--- config.mk ---
export PLATFORM = sky130hd
export DESIGN_NAME = rfba_ctrl
export DESIGN_NICKNAME = d
export VERILOG_FILES = /design/src/rtl/rfba_pkg.sv /design/src/rtl/rfba_ctrl.sv
export SDC_FILE = /design/constraint.sdc
export NUM_CORES = 1
export LEC_CHECK = 0
export BUFFER_PORTS_ARGS = -buffer_cell sky130_fd_sc_hd__buf_4
export CORE_MARGIN = 2
export CORE_UTILIZATION = 48
export DETAILED_ROUTE_END_ITERATION = 6
export PLACE_DENSITY_LB_ADDON = 0.15
export SLEW_MARGIN = 15
export SYNTH_ARGS = -nofsm -noshare
export SYNTH_HDL_FRONTEND = slang
export SYNTH_SLANG_ARGS = --single-unit
--- constraint.sdc ---
create_clock -name clk_i -period 2.2 [get_ports clk_i]
set_input_delay 0.55 -clock clk_i [delete_from_list [all_inputs] [get_ports clk_i]]
set_output_delay 0.55 -clock clk_i [all_outputs]
set_load 0.1 [all_outputs]
--- src/rtl/rfba_pkg.sv ---
// Shared types, constants and codes for the ring FIFO block allocator.
package rfba_pkg;

  localparam int unsigned BUF_BYTES      = 4096;
  localparam int unsigned HDR_BYTES      = 16;
  localparam int unsigned HDR_ALIGN      = 8;
  localparam int unsigned HDR_ALIGN_LOG2 = $clog2(HDR_ALIGN);
  localparam int unsigned MAX_ALIGN_LOG2 = 6;
  localparam int unsigned HDR_SLOTS      = BUF_BYTES / HDR_ALIGN;
  localparam int unsigned SLOT_AW        = $clog2(HDR_SLOTS);
  localparam int unsigned MIN_LIMIT      = 2 * HDR_BYTES + 1;

  localparam int unsigned PTR_W  = 13;  // header pointers, sizes, offsets
  localparam int unsigned OFF_W  = 12;  // reported block offsets
  localparam int unsigned CALC_W = 15;  // fit arithmetic, no overflow
  localparam int unsigned CFG_AW = 3;
  localparam int unsigned CFG_DW = 32;

  localparam logic [PTR_W-1:0] BUF_SIZE_RESET = PTR_W'(4096);

  // Register index (byte address bit 2 and up)
  localparam logic [CFG_AW-3:0] REG_BUF_LEN = '0;

  typedef enum logic [1:0] {
    OP_ALLOC = 2'd0,
    OP_FREE  = 2'd1,
    OP_CLEAR = 2'd2,
    OP_NOP   = 2'd3
  } op_e;

  typedef enum logic [1:0] {
    ST_DONE  = 2'd0,
    ST_FAIL  = 2'd1,
    ST_EMPTY = 2'd2
  } status_e;

  typedef struct packed {
    op_e              opcode;
    logic [PTR_W-1:0] blk_bytes;
    logic [2:0]       align_log2;
    logic [PTR_W-1:0] align_offset;
  } req_t;

  typedef struct packed {
    status_e          status;
    logic [OFF_W-1:0] block_offset;
    logic             first_valid;
    logic [OFF_W-1:0] first_offset;
    logic             is_empty_flag;
  } rsp_t;

  typedef struct packed {
    logic             wrap;
    logic [PTR_W-1:0] next_off;
    logic [PTR_W-1:0] user_off;
  } hdr_t;

  localparam int unsigned HDR_W = $bits(hdr_t);

  // Controller -> datapath commands
  typedef struct packed {
    logic latch;       // capture the incoming transaction
    logic clear_ptrs;  // oldest = next free = 0
    logic calc_user;   // register aligned user offset
    logic commit;      // write header, advance next free
    logic wrap_mark;   // write wrap mark, restart from 0
    logic rd_en;       // header RAM read
    logic rd_zero;     // read slot 0 instead of oldest
    logic base_zero;   // use 0 instead of oldest as base
    logic adv_oldest;  // oldest = base + next_off
    logic first_set;   // first = base + user_off
    logic first_none;  // no oldest live block
    logic set_fail;
    logic set_empty;
    logic load_out;    // move result into output register
  } cmd_t;

  // Datapath -> controller status
  typedef struct packed {
    logic empty;       // oldest == next free
    logic next_zero;   // next free == 0
    logic start_zero;  // oldest == 0
    logic cross_fail;  // block would cross the oldest header
    logic fits;        // next header fits before the end
    logic rd_wrap;     // wrap mark of the header just read
  } sts_t;

endpackage

--- src/rtl/rfba_ctrl.sv ---
// Allocator sequencer: walks each transaction through fit, free and report steps.
module rfba_ctrl (
  input  logic           clk_i,
  input  logic           rst_ni,
  input  logic           in_valid_i,
  input  rfba_pkg::op_e  in_opcode_i,
  output logic           in_stall_o,
  output logic           out_valid_o,
  input  logic           out_stall_i,
  output rfba_pkg::cmd_t cmd_o,
  input  rfba_pkg::sts_t sts_i
);

  typedef enum logic [8:0] {
    S_IDLE     = 9'b000000001,
    S_ALLOC_U  = 9'b000000010,
    S_ALLOC_F  = 9'b000000100,
    S_FREE_CHK = 9'b000001000,
    S_FREE_ADV = 9'b000010000,
    S_REP_RD   = 9'b000100000,
    S_REP_CHK  = 9'b001000000,
    S_REP_WRAP = 9'b010000000,
    S_OUT      = 9'b100000000
  } state_e;

  state_e state_q, state_d;
  logic   retry_q, retry_d;
  logic   out_valid_q, out_valid_d;
  logic   out_free;

  assign out_free   = !out_valid_q || !out_stall_i;
  assign in_stall_o = (state_q != S_IDLE);

  always_comb begin
    cmd_o   = '0;
    state_d = state_q;
    retry_d = retry_q;
    case (state_q)
      S_IDLE: begin
        if (in_valid_i) begin
          cmd_o.latch = 1'b1;
          case (in_opcode_i)
            rfba_pkg::OP_ALLOC: begin
              retry_d = 1'b0;
              state_d = S_ALLOC_U;
            end
            rfba_pkg::OP_FREE: begin
              cmd_o.rd_en = 1'b1;
              state_d     = S_FREE_CHK;
            end
            rfba_pkg::OP_CLEAR: begin
              cmd_o.clear_ptrs = 1'b1;
              state_d          = S_REP_RD;
            end
            default: state_d = S_REP_RD;
          endcase
        end
      end
      S_ALLOC_U: begin
        cmd_o.calc_user = 1'b1;
        state_d         = S_ALLOC_F;
      end
      S_ALLOC_F: begin
        state_d = S_REP_RD;
        if (sts_i.cross_fail) begin
          cmd_o.set_fail = 1'b1;
        end else if (sts_i.fits) begin
          cmd_o.commit = 1'b1;
        end else if (retry_q || sts_i.start_zero) begin
          cmd_o.set_fail = 1'b1;
        end else begin
          cmd_o.wrap_mark = 1'b1;
          retry_d         = 1'b1;
          state_d         = S_ALLOC_U;
        end
      end
      S_FREE_CHK: begin
        if (sts_i.empty) begin
          cmd_o.set_empty  = 1'b1;
          cmd_o.first_none = 1'b1;
          state_d          = S_OUT;
        end else if (sts_i.rd_wrap) begin
          if (sts_i.next_zero) begin
            cmd_o.set_empty  = 1'b1;
            cmd_o.first_none = 1'b1;
            state_d          = S_OUT;
          end else begin
            cmd_o.rd_en   = 1'b1;
            cmd_o.rd_zero = 1'b1;
            state_d       = S_FREE_ADV;
          end
        end else begin
          cmd_o.adv_oldest = 1'b1;
          state_d          = S_REP_RD;
        end
      end
      S_FREE_ADV: begin
        cmd_o.adv_oldest = 1'b1;
        cmd_o.base_zero  = 1'b1;
        state_d          = S_REP_RD;
      end
      S_REP_RD: begin
        cmd_o.rd_en = 1'b1;
        state_d     = S_REP_CHK;
      end
      S_REP_CHK: begin
        if (sts_i.empty) begin
          cmd_o.first_none = 1'b1;
          state_d          = S_OUT;
        end else if (sts_i.rd_wrap) begin
          if (sts_i.next_zero) begin
            cmd_o.first_none = 1'b1;
            state_d          = S_OUT;
          end else begin
            cmd_o.rd_en   = 1'b1;
            cmd_o.rd_zero = 1'b1;
            state_d       = S_REP_WRAP;
          end
        end else begin
          cmd_o.first_set = 1'b1;
          state_d         = S_OUT;
        end
      end
      S_REP_WRAP: begin
        cmd_o.first_set = 1'b1;
        cmd_o.base_zero = 1'b1;
        state_d         = S_OUT;
      end
      S_OUT: begin
        if (out_free) begin
          cmd_o.load_out = 1'b1;
          state_d        = S_IDLE;
        end
      end
      default: state_d = S_IDLE;
    endcase
  end

  assign out_valid_d = cmd_o.load_out || (out_valid_q && out_stall_i);
  assign out_valid_o = out_valid_q;

  always_ff @(posedge clk_i or negedge rst_ni) begin
    if (!rst_ni) begin
      state_q     <= S_IDLE;
      retry_q     <= 1'b0;
      out_valid_q <= 1'b0;
    end else begin
      state_q     <= state_d;
      retry_q     <= retry_d;
      out_valid_q <= out_valid_d;
    end
  end

  // one transaction in flight at a time
  a_one_in_flight: assert property (@(posedge clk_i) disable iff (!rst_ni)
    (in_valid_i && !in_stall_o) |=> in_stall_o)
    else $error("transaction accepted while another is in flight");

  // a wrap mark is written at most once per allocation, then the retry runs
  a_single_wrap: assert property (@(posedge clk_i) disable iff (!rst_ni)
    cmd_o.wrap_mark |=> (state_q == S_ALLOC_U) && retry_q)
    else $error("wrap mark without a following retry");

  // a new result only appears after the report step
  a_out_from_report: assert property (@(posedge clk_i) disable iff (!rst_ni)
    $rose(out_valid_q) |-> $past(state_q == S_OUT))
    else $error("result raised outside the report step");

  // a finished result waits while the previous one is stalled
  a_hold_result: assert property (@(posedge clk_i) disable iff (!rst_ni)
    (state_q == S_OUT && out_valid_q && out_stall_i) |=> state_q == S_OUT)
    else $error("pending result overwritten");

endmodule

==> results of run 1 <==
[Yosys cell counts]
cell type	instances	area share, %
nor3_4	1	2.0
dfrtp_1	10	31
xor2_1	2	2.2
nor4_1	4	3.1
nand3b_1	3	2.8
nor3b_1	4	3.7
nor3_1	5	3.1
a2bb2oi_1	1	1.1
a21oi_1	3	1.9
clkbuf_1	1	0.46
inv_1	2	0.93
or3_1	3	2.3
nand2_1	14	6.5
nor4b_1	2	2.2
and2_1	1	0.78
nand3_1	2	1.2
nor2b_1	4	3.1
and2_2	1	0.93
dfstp_2	1	3.3
o21ai_1	1	0.62
o31a_1	1	1.1
a21o_1	1	0.93
inv_2	1	0.46
or2_2	1	0.78
a31oi_1	3	2.3
o32a_1	2	2.5
buf_2	3	1.9
o21ai_0	2	1.2
nor2_2	1	0.78
and3_1	1	0.78
nand3_2	1	1.2
nand4_1	1	0.78
nor2_1	21	9.8
o311ai_1	1	1.1
nor3_2	1	1.2
[through the flow]
step	instance area [µm²]	worst slack, ns	TNS, ns	instances	hold slack, ns
2_1_floorplan	968	-0.230	-0.862	106	0.254
3_3_place_gp	1280	-0.0226	-0.0226	161	0.393
3_5_place_dp	1280	-0.118	-0.119	161	0.396
[kinds of logic after synthesis]
logic type | Yosys count | synth area share, %
AO/OA/AOI/OAI | 15 | 12.7
buffers and inverters | 7 | 3.72
AND/OR/NAND/NOR | 71 | 47.1
flip-flops | 11 | 34.3
XOR/XNOR | 2 | 2.17
==> results.md, run 1 <==
| Step | Item | This run |
| --- | --- | --- |
| logic synthesis | Number of flip-flops and latches in the synthesized netlist | 11 |
| die | Chip Height | 45.0 µm |
| logic synthesis | Avg Cell Area, Syn | 7.61 µm² |
| logic synthesis | Number of instances in the synthesized netlist | 106 |
| place | Count of input and output buffers | 27 |
| logic synthesis | Count of synthesis-stage warnings from yosys | 0 |
| logic synthesis | Number of distinct library cell variants in the gate-level netlist after synthesis | 35 |
| place | Placer congestion estimate | 0.858 |
| die | Initial core utilization | 52.4% |
| clocking | Clock sink total | 11 |
| die | Die X | 45.0 µm |
| outcome | Error that halted the flow | [ERROR DPL-0033] detailed placement checks failed during check placement. |
| clocking | CTS resizes | 46 |
| clocking | CTS Hold Buffers Added | 0 |
| die | Num rows | 14 |
| clocking | Setup repair bufs after CTS | 3 |
| outcome | Outcome | stopped before the end |
| outcome | Stage reached | clock tree synthesis (4_1_cts) |
| logic synthesis | Net Count, Synth | 118 |
| place | Total half-perimeter wirelength after legalization and detailed placement | 2260 µm |
| clocking | Clk buf depth | 2 |
| logic synthesis | Area of the mapped netlist | 807 µm² |
| logic synthesis | Register area share after synthesis | 34.3% |
| die | # IOs | 28 |
| clocking | Level count of the clock H-tree | 1 |
| clocking | Cts bufs inserted | 3 |
| clocking | Root Driver | clkbuf_4 |
==> inputs of run 2 (changes only) <==
--- a/config.mk
+++ b/config.mk
@@ -6,9 +6,9 @@
 export NUM_CORES = 1
 export LEC_CHECK = 0
 export BUFFER_PORTS_ARGS = -buffer_cell sky130_fd_sc_hd__buf_4
-export CORE_MARGIN = 2
-export CORE_UTILIZATION = 48
+export CORE_AREA = 2 2 63 65
 export DETAILED_ROUTE_END_ITERATION = 6
+export DIE_AREA = 0 0 65 67
 export PLACE_DENSITY_LB_ADDON = 0.15
 export SLEW_MARGIN = 15
 export SYNTH_ARGS = -nofsm -noshare
==> run 2 against run 1 <==
Against the previous run:
- synthesized area unchanged
- the flow now finishes, with violations (setup timing)
- synthesized cell count unchanged
==> results.md, run 2 <==
| Step | Item | This run | Change |
| --- | --- | --- | --- |
| critical path | Slowest CP cell | dfstp_2 |  |
| sta | Worst slack on hold paths | 0.137 ns |  |
| logic synthesis | Count of synthesis-stage warnings from yosys | 0 | unchanged |
| pwr | Power density normalized to cell area | 1150 nW/µm² |  |
| drt | DR pass1 iterations | 4 |  |
| sta | Final period demand of the worst path | 2.31 ns |  |
| critical path | Largest stage delay on the critical path | 0.56 ns |  |
| logic synthesis | Number of flip-flops and latches in the synthesized netlist | 11 | unchanged |
| logic synthesis | Register area share after synthesis | 34.3% | unchanged |
| critical path | Data arrival time of the critical path | 1.76 ns |  |
| final layout | Count of non-filler cells in the finished layout | 210 |  |
| place | Total half-perimeter wirelength after legalization and detailed placement | 2060 µm | -8.7% |
| sta | Endpoints failing setup | 4 |  |
| drt | Routed Wire Length | 2820 µm |  |
| final layout | Post-route standard cell area excluding fillers | 1690 µm² |  |
| clocking | Root Driver | clkbuf_8 |  |
| critical path | Endpoint of the worst-slack reg-to-reg timing path | state_q[0] |  |
| critical path | Number of cells on the worst reg-to-reg path | 7 |  |
| drt | DRC violation count after routing | 0 |  |
| critical path | Kind of end point of the critical path | primary output |  |
| sta | Final cycle utilization of the critical path | 105% |  |
| die | Initial core utilization | 22.4% | -30 points |
| die | Core area | 3610 µm² |  |
| critical path | R2r startpoint | state_q[0] |  |
| global routing | Gr usage total | 14.1% |  |
| drt | Total number of vias | 971 |  |
| logic synthesis | Most frequent cell after synthesis | nor2_1 |  |
| pwr | Leakage Power | 0.759 nW |  |
| critical path | Cells along the critical path | inv_2 > nor3_2 > buf_4 > nand3_4 > buf_6 > nor3b_4 > buf_12 |  |
| global routing | Vias in the first global route | 968 |  |
| logic synthesis | Net Count, Synth | 118 | unchanged |
| final layout | Share of final-layout standard cells stronger than drive strength 1 | 59.3% |  |
| clocking | Clock latency at the later pin of the worst-skew pair | 0.24 ns |  |
| outcome | Outcome | finished, violations left |  |
| logic synthesis | Synth async-reset ratio | 100% | unchanged |
| critical path | Critical path startpoint | state_q[0] |  |
| clocking | Cts bufs inserted | 3 | unchanged |
| place | Setup slack at placement | -0.0838 ns | +0.0339 ns |
| critical path | Slack of the worst reg-to-reg path | 0.30 ns |  |
| drt | Remaining number of nets flagged by the antenna check after routing | 0 |  |
| die | Die X | 65 µm | +44% |
| flow run | Max-cap violations | 0 |  |
| drt | Routed wire length on met2 | 1460 µm |  |
| place | Total placed instance area | 1350 µm² | +5.1% |
| critical path | Crit path capture | cmd_o[12] |  |
| drt | Count of routing violations after the opening detailed-route iteration | 39 |  |
| critical path | Required time of the critical path | 1.65 ns |  |
| drt | Total met3 wirelength after detailed routing | 132 µm |  |
| logic synthesis | Area leader, netlist | dfrtp_1 |  |
| pwr | Peak ir drop on the vdd network | 0.00111 V |  |
| final layout | Total Nets Final | 175 |  |
| final layout | Area Growth Syn to Fin | 109% |  |
| logic synthesis | Avg Cell Area, Syn | 7.61 µm² | unchanged |
| final layout | Number of flip-flops under the largest register name | 9 |  |
| logic synthesis | Primary FF master, synth | dfrtp_1 |  |
| hold path | Hold WC Path Type | in -> async |  |
| clocking | Clk buf depth | 2 | unchanged |
| die | Area enclosed by the die boundary | 4360 µm² |  |
| drt | Highest signal layer in the routed design | met4 |  |
| sta | Final-report max-slew violation count | 0 |  |
| die | # IOs | 28 | unchanged |
| sta | RSZ-0062 raised after global routing | true |  |
| clocking | Clock sink total | 11 | unchanged |
| sta | Worst slew slack as a fraction of its limit | 77.1% |  |
| logic synthesis | Most instantiated cells after synthesis | nor2_1 (21), nand2_1 (14), dfrtp_1 (10) |  |
| die | Num rows | 22 | +8 |
| place | Placer congestion estimate | 0.814 | -5.1% |
| logic synthesis | Number of instances in the synthesized netlist | 106 | unchanged |
| sta | Highest attainable clock frequency | 0.434 GHz |  |
| drt | Mean number of vias per cell | 4.62 |  |
| logic synthesis | Ranking of synthesized cells by area | dfrtp_1 (31%), nor2_1 (9.8%), nand2_1 (6.5%) |  |
| global routing | Initial antenna violation count | 0 |  |
| final layout | Fill count | 328 |  |
| logic synthesis | Share of the synthesized area in the top cell type | 31.0% | unchanged |
| final layout | Most common library cell in the layout ignoring fill and taps | buf_4 |  |
| place | Post-Place Cells | 198 | +23% |
| logic synthesis | Number of flops mapped to enable cells by yosys | 0 | unchanged |
| place | Count of input and output buffers | 27 | unchanged |
| final layout | Final cell utilization of the core | 46.8% |  |
| clocking | Level count of the clock H-tree | 1 | unchanged |
| sta | Final Hold Violating Endpoints | 0 |  |
| clocking | Clock tree from TritonCTS | built |  |
| die | Chip Height | 67 µm | +49% |
| final layout | Largest register by flop count | state_q |  |
| critical path | Category of the most critical setup path | reg -> out |  |
| drt | Post-route met1 wirelength | 1200 µm |  |
| critical path | Setup crit start kind | register |  |
| logic synthesis | Number of distinct library cell variants in the gate-level netlist after synthesis | 35 | unchanged |
| clocking | Clock-pin transition on the worst setup and hold timing paths | 0.06 ns |  |
| final layout | Diode count | 0 |  |
| outcome | Violations in the final reports | setup timing |  |
| final layout | Most frequent cells in the layout | buf_4 (40), nor2_1 (12), nand2_1 (11), buf_12 (10), dfrtp_1 (8) |  |
| global routing | Largest net degree at the start of global routing | 12 |  |
| critical path | Critical-path maximum fanout | 4 |  |
| drt | Final routed wire length divided by cell count | 13.4 µm |  |
| sta | Transition time of the tightest slew-check pin | 0.342 ns |  |
| sta | Final Worst Setup Slack | -0.106 ns |  |
| logic synthesis | Area of the mapped netlist | 807 µm² | unchanged |
| sta | Setup clock skew after layout | 0.00675 ns |  |
| global routing | Global-route wire length before repair | 4600 µm |  |
| global routing | Total global routing overflow | 0 |  |
-- run 2: metal layers --
layer  GRT usage (%)  vias to the layer above
met5               0                        -
met4            2.66                        0
met3            3.72                        2
met2            23.3                       19
met1            18.5                      465
li1                -                      485
-- run 2: power by group --
part | internal, mW | switching [mW] | total (mW)
Sequential | 0.250 | 0.0465 | 0.297
Clock | 0.128 | 0.0815 | 0.209
Combinational | 0.590 | 0.850 | 1.44
-- run 2: metrics by stage --
stage,setup TNS (ns),total power [mW]
floorplan,-0.862,1.16
global placement,-0.0344,1.51
detailed placement,-0.0838,1.51
CTS,-0.371,1.86
global route,-0.902,2.07
finish,-0.229,1.95
-- run 2: cells by family (layout without fill, tap and decap cells) --
group / after synthesis / in the layout / synth area share (%)
buffers and inverters: 7 / 63 / 3.72
DFF: 11 / 11 / 34.3
AOI/OAI and AO/OA: 15 / 15 / 12.7
and+or+nand+nor: 71 / 71 / 47.1
xor gates and xnor gates: 2 / 2 / 2.17
-- run 2: how the worst min path moves through the flow --
stage                       from     endpoint  slack [ns]  depth (start not counted)
after global routing      rst_ni   state_q[7]        0.14                          1
after CTS                 rst_ni   state_q[7]        0.14                          1
after global placement    rst_ni   state_q[7]        0.40                          1
final                     rst_ni   state_q[7]        0.14                          1
after detailed placement  rst_ni   state_q[7]        0.40                          1
after floorplan           rst_ni  out_valid_o        0.25                          0
-- run 2: cell type report --
class	instances	area, µm²	share of cell area [%]
multi-input combinational	88	718	42.5
timing repair buffer	56	576	34.1
sequential	11	279	16.5
tap	48	60.1	3.56
clock buffer	4	45.0	2.67
inverter	3	11.3	0.667
-- run 2: critical path, delay by kind of cell (launching register included) --
kind / cells / cell delay, ns
buf+inv: 4 / 0.52
flops: 1 / 0.56
simple gates: 3 / 0.43
-- run 2: repair_timing --
item | CTS | global route
setup endpoints to repair | 13 | 13
buffers inserted | 4 | 4
gates resized for setup | 38 | 19
gates cloned | 0 | 0
hold buffers | 0 | 0
pin swaps | 7 | 7
Power figures use the tool's default switching activity.
==> inputs of run 3 (changes only) <==
--- a/config.mk
+++ b/config.mk
@@ -5,6 +5,7 @@
 export SDC_FILE = /design/constraint.sdc
 export NUM_CORES = 1
 export LEC_CHECK = 0
+export ABC_AREA = 1
 export BUFFER_PORTS_ARGS = -buffer_cell sky130_fd_sc_hd__buf_4
 export CORE_AREA = 2 2 63 65
 export DETAILED_ROUTE_END_ITERATION = 6
==> run 3 against run 2 <==
Against the previous run:
- the run still ends with setup timing left
- global-route usage is 1.2 points lower
- via count stayed put
- clock power about the same
- worst hold slack improved by 0.0012 ns
- cell area down 2.3%
- non-clock buffer count shrank 11
- total power up 9.0%
- first-iteration DRC count decreased by 44%
==> results.md, run 3 <==
| Step | Item | This run | Change |
| --- | --- | --- | --- |
| outcome | Outcome | finished, violations left |  |
| outcome | Violations in the final reports | setup timing |  |
| die | Area enclosed by the die boundary | 4360 µm² | unchanged |
| logic synthesis | Register area share after synthesis | 29.3% | -5.0 points |
| logic synthesis | Adder-cell share of the synthesized area | 0% | unchanged |
| logic synthesis | Most instantiated cells after synthesis | inv_1 (22), nor2_1 (15), nand2_1 (14) |  |
| die | Die X | 65 µm | unchanged |
| critical path | Slowest CP cell | dfstp_2 |  |
| sta | Final cycle utilization of the critical path | 100% | -4.5 points |
| die | Num rows | 22 | unchanged |
| place | Total placed instance area | 1310 µm² | -2.8% |
| pwr | Pint | 0.976 mW | +0.77% |
| global routing | Largest net degree at the start of global routing | 12 | unchanged |
| logic synthesis | Area leader, netlist | dfrtp_1 |  |
| place | Total half-perimeter wirelength after legalization and detailed placement | 2000 µm | -3.1% |
| die | # IOs | 28 | unchanged |
| pwr | Overall power after layout | 2.12 mW | +9.0% |
| sta | Final Hold Violating Endpoints | 0 | unchanged |
| logic synthesis | Count of synthesis-stage warnings from yosys | 0 | unchanged |
| sta | Worst slew slack as a fraction of its limit | 76.3% | -0.80 points |
| logic synthesis | Net Count, Synth | 137 | +16% |
| die | Initial core utilization | 26.2% | +3.8 points |
| sta | Highest attainable clock frequency | 0.453 GHz | +4.5% |
| final layout | Largest register by flop count | state_q |  |
| sta | Final-report max-slew violation count | 0 | unchanged |
| logic synthesis | Area fraction in compound gates after synthesis | 6.36% | -6.4 points |
| drt | DR pass1 iterations | 4 | unchanged |
| drt | DRC violation count after routing | 0 | unchanged |
| logic synthesis | Synth async-reset ratio | 100% | unchanged |
| global routing | Gr usage total | 12.9% | -1.2 points |
| logic synthesis | Xor and xnor area share after synthesis | 0% | -2.2 points |
| clocking | Cts bufs inserted | 3 | unchanged |
| pwr | Clock network fraction of design power | 9.8% | -0.9 points |
| sta | Setup clock skew after layout | 0.00447 ns | -0.00228 ns |
| final layout | Most frequent cells in the layout | buf_4 (29), inv_1 (20), nand2_1 (12), nor2_1 (10), dfrtp_1 (10) |  |
| logic synthesis | Avg Cell Area, Syn | 7.56 µm² | -0.74% |
| sta | Worst slack on hold paths | 0.138 ns | +0.00118 ns |
| sta | Final Worst Setup Slack | -0.00614 ns | +0.0997 ns |
| place | Count of input and output buffers | 27 | unchanged |
| clocking | Clock sink total | 11 | unchanged |
| die | Chip Height | 67 µm | unchanged |
| pwr | Switching share of power | 54.0% | +3.8 points |
| final layout | Number of flip-flops under the largest register name | 9 | unchanged |
| sta | Endpoints failing setup | 1 | -3 |
| logic synthesis | Most frequent cell after synthesis | inv_1 |  |
| clocking | Level count of the clock H-tree | 1 | unchanged |
| clocking | Clock-pin transition on the worst setup and hold timing paths | 0.06 ns | about the same |
| pwr | Leakage Power | 0.820 nW | +8.1% |
| critical path | Category of the most critical setup path | reg -> out |  |
| clocking | Clock tree from TritonCTS | built |  |
| logic synthesis | Number of distinct library cell variants in the gate-level netlist after synthesis | 27 | -23% |
| global routing | Total global routing overflow | 0 | unchanged |
| final layout | Diode count | 0 | unchanged |
| critical path | CP dominant cell by count | buf_6 |  |
| clocking | Clock latency at the later pin of the worst-skew pair | 0.24 ns | about the same |
| hold path | Hold WC Path Type | in -> async |  |
| final layout | Most common library cell in the layout ignoring fill and taps | buf_4 |  |
| sta | RSZ-0062 raised after global routing | true |  |
| drt | Final routed wire length divided by cell count | 12.0 µm | -11% |
| global routing | Initial antenna violation count | 0 | unchanged |
| logic synthesis | Mux share of post-synthesis cell area | 0% | unchanged |
| logic synthesis | Largest family of logic cells by synthesized area | simple AND/OR/NAND/NOR gates |  |
| place | Setup slack at placement | 0.0574 ns | +0.141 ns |
| logic synthesis | Number of instances in the synthesized netlist | 125 | +18% |
| sta | Final period demand of the worst path | 2.21 ns | -0.0997 ns |
| place | Placer congestion estimate | 0.809 | -0.69% |
| critical path | Kind of end point of the critical path | primary output |  |
| logic synthesis | Primary FF master, synth | dfrtp_1 |  |
| logic synthesis | Area of the mapped netlist | 945 µm² | +17% |
| final layout | Post-route standard cell area excluding fillers | 1650 µm² | -2.3% |
| critical path | Data arrival time of the critical path | 1.66 ns | -0.10 ns |
| final layout | Share of final-layout standard cells stronger than drive strength 1 | 60.9% | +1.7 points |
| critical path | Setup crit start kind | register |  |
| critical path | Required time of the critical path | 1.65 ns | about the same |
| global routing | Global-route wire length before repair | 4220 µm | -8.4% |
| final layout | Area Growth Syn to Fin | 74.7% |  |
| drt | Count of routing violations after the opening detailed-route iteration | 22 | -44% |
| pwr | Switching power total | 1.15 mW | +17% |
| logic synthesis | Share of synthesized cell area in and, or, nand and nor gates | 51.5% | +4.4 points |
| sta | Transition time of the tightest slew-check pin | 0.352 ns | +0.00971 ns |
| pwr | Seq pwr share | 14.5% | -0.8 points |
| logic synthesis | Number of flops mapped to enable cells by yosys | 0 | unchanged |
| sta | Total negative slack for setup checks | -0.00614 ns | +0.223 ns |
| pwr | Peak ir drop on the vdd network | 0.000470 V | -58% |
| critical path | Cells along the critical path | nand3_2 > nor2_4 > nand2_4 > buf_6 > nor4_4 > buf_6 |  |
| drt | Remaining number of nets flagged by the antenna check after routing | 0 | unchanged |
| final layout | Total Nets Final | 187 | +6.9% |
| clocking | Root Driver | clkbuf_8 |  |
| drt | Total number of vias | 971 | unchanged |
| die | Core area | 3610 µm² | unchanged |
| logic synthesis | Ranking of synthesized cells by area | dfrtp_1 (26%), inv_1 (8.7%), nand2_4 (6.0%) |  |
| drt | Mean number of vias per cell | 4.37 | -5.4% |
| global routing | Vias in the first global route | 926 | -4.3% |
| critical path | Largest stage delay on the critical path | 0.56 ns | about the same |
| pwr | Power density normalized to cell area | 1290 nW/µm² | +12% |
| clocking | Clk buf depth | 2 | unchanged |
| drt | Routed Wire Length | 2660 µm | -5.6% |
| critical path | Critical-path maximum fanout | 4 | unchanged |
| logic synthesis | Share of the synthesized area in the top cell type | 26.5% | -4.5 points |
| logic synthesis | Number of flip-flops and latches in the synthesized netlist | 11 | unchanged |
| flow run | Max-cap violations | 0 | unchanged |
| pwr | Gate power share | 75.7% | +1.7 points |
==> run 3: cell count changes after synthesis, moves of 4 or more <==
cell     before  now
nor2_4        0    4
nor3b_1       4    0
nor2b_1       4    0
nand2_4       0    5
nand2_2       0    7
nand3_2       1    5
nor2_1       21   15
inv_1         2   22
==> run 3: power groups by stage <==
stage	clock [mW]	sequential [mW]	combinational, mW
global route	0.229	0.313	1.70
detailed placement	0	0.311	1.27
global placement	0	0.307	1.26
finish	0.208	0.307	1.61
CTS	0.213	0.307	1.45
floorplan	0	0.315	1.02
==> run 3: repair_timing <==
action,4_1_cts,5_1_grt
gates resized for setup,9,33
pin swaps,1,7
hold buffers,0,0
endpoints found under the setup margin,5,13
buffers inserted,5,10
==> run 3: stage by stage <==
| stage | cells | util (%) |
|---|---|---|
| floorplan | 125 | - |
| global placement | 203 | 36.3 |
| detailed placement | 203 | 36.3 |
| CTS | 212 | 39.9 |
| global route | 222 | 45.8 |
| finish | 222 | 45.8 |
==> run 3: path summary, 6_finish.rpt <==
| kind | from | end | slack, ns | cells past startpoint |
|---|---|---|---|---|
| hold reg to reg | out_valid_o | out_valid_o | 0.53 | 2 |
| min in group clk_i | out_valid_o | out_valid_o | 0.53 | 2 |
| setup / recovery | state_q[0] | cmd_o[12] | -0.006 | 6 |
| max in group asynchronous | rst_ni | state_q[0] | 1.83 | 1 |
| setup reg to reg | state_q[0] | retry_q | 0.69 | 11 |
| hold / removal | rst_ni | out_valid_o | 0.14 | 1 |
==> run 3: per-layer routing <==
metal / up-vias / wire, µm / global-route usage (%)
met5: - / 0 / 0
met2: 30 / 1410 / 23.2
met4: 0 / 27 / 5.59
li1: 488 / - / -
met3: 2 / 138 / 2.70
met1: 451 / 1080 / 14.6
==> run 3: critical path: cells and delay by family, from the launching register on <==
| kind | cells | cell delay [ns] |
|---|---|---|
| flops | 1 | 0.56 |
| simple gates | 4 | 0.45 |
| buf+inv | 2 | 0.39 |
==> run 3: logic make-up after synthesis <==
group,after synthesis
DFF,11
and+or+nand+nor,76
AOI/OAI and AO/OA,9
buffers and inverters,29
==> run 3: final cells by class <==
class | instances | area (µm²)
tap | 48 | 60.1
timing repair buffer | 45 | 454
clock buffer | 3 | 41.3
clock inverter | 1 | 5.00
fill | 354 | 1960
sequential | 11 | 277
inverter | 29 | 121
multi-input combinational | 85 | 692
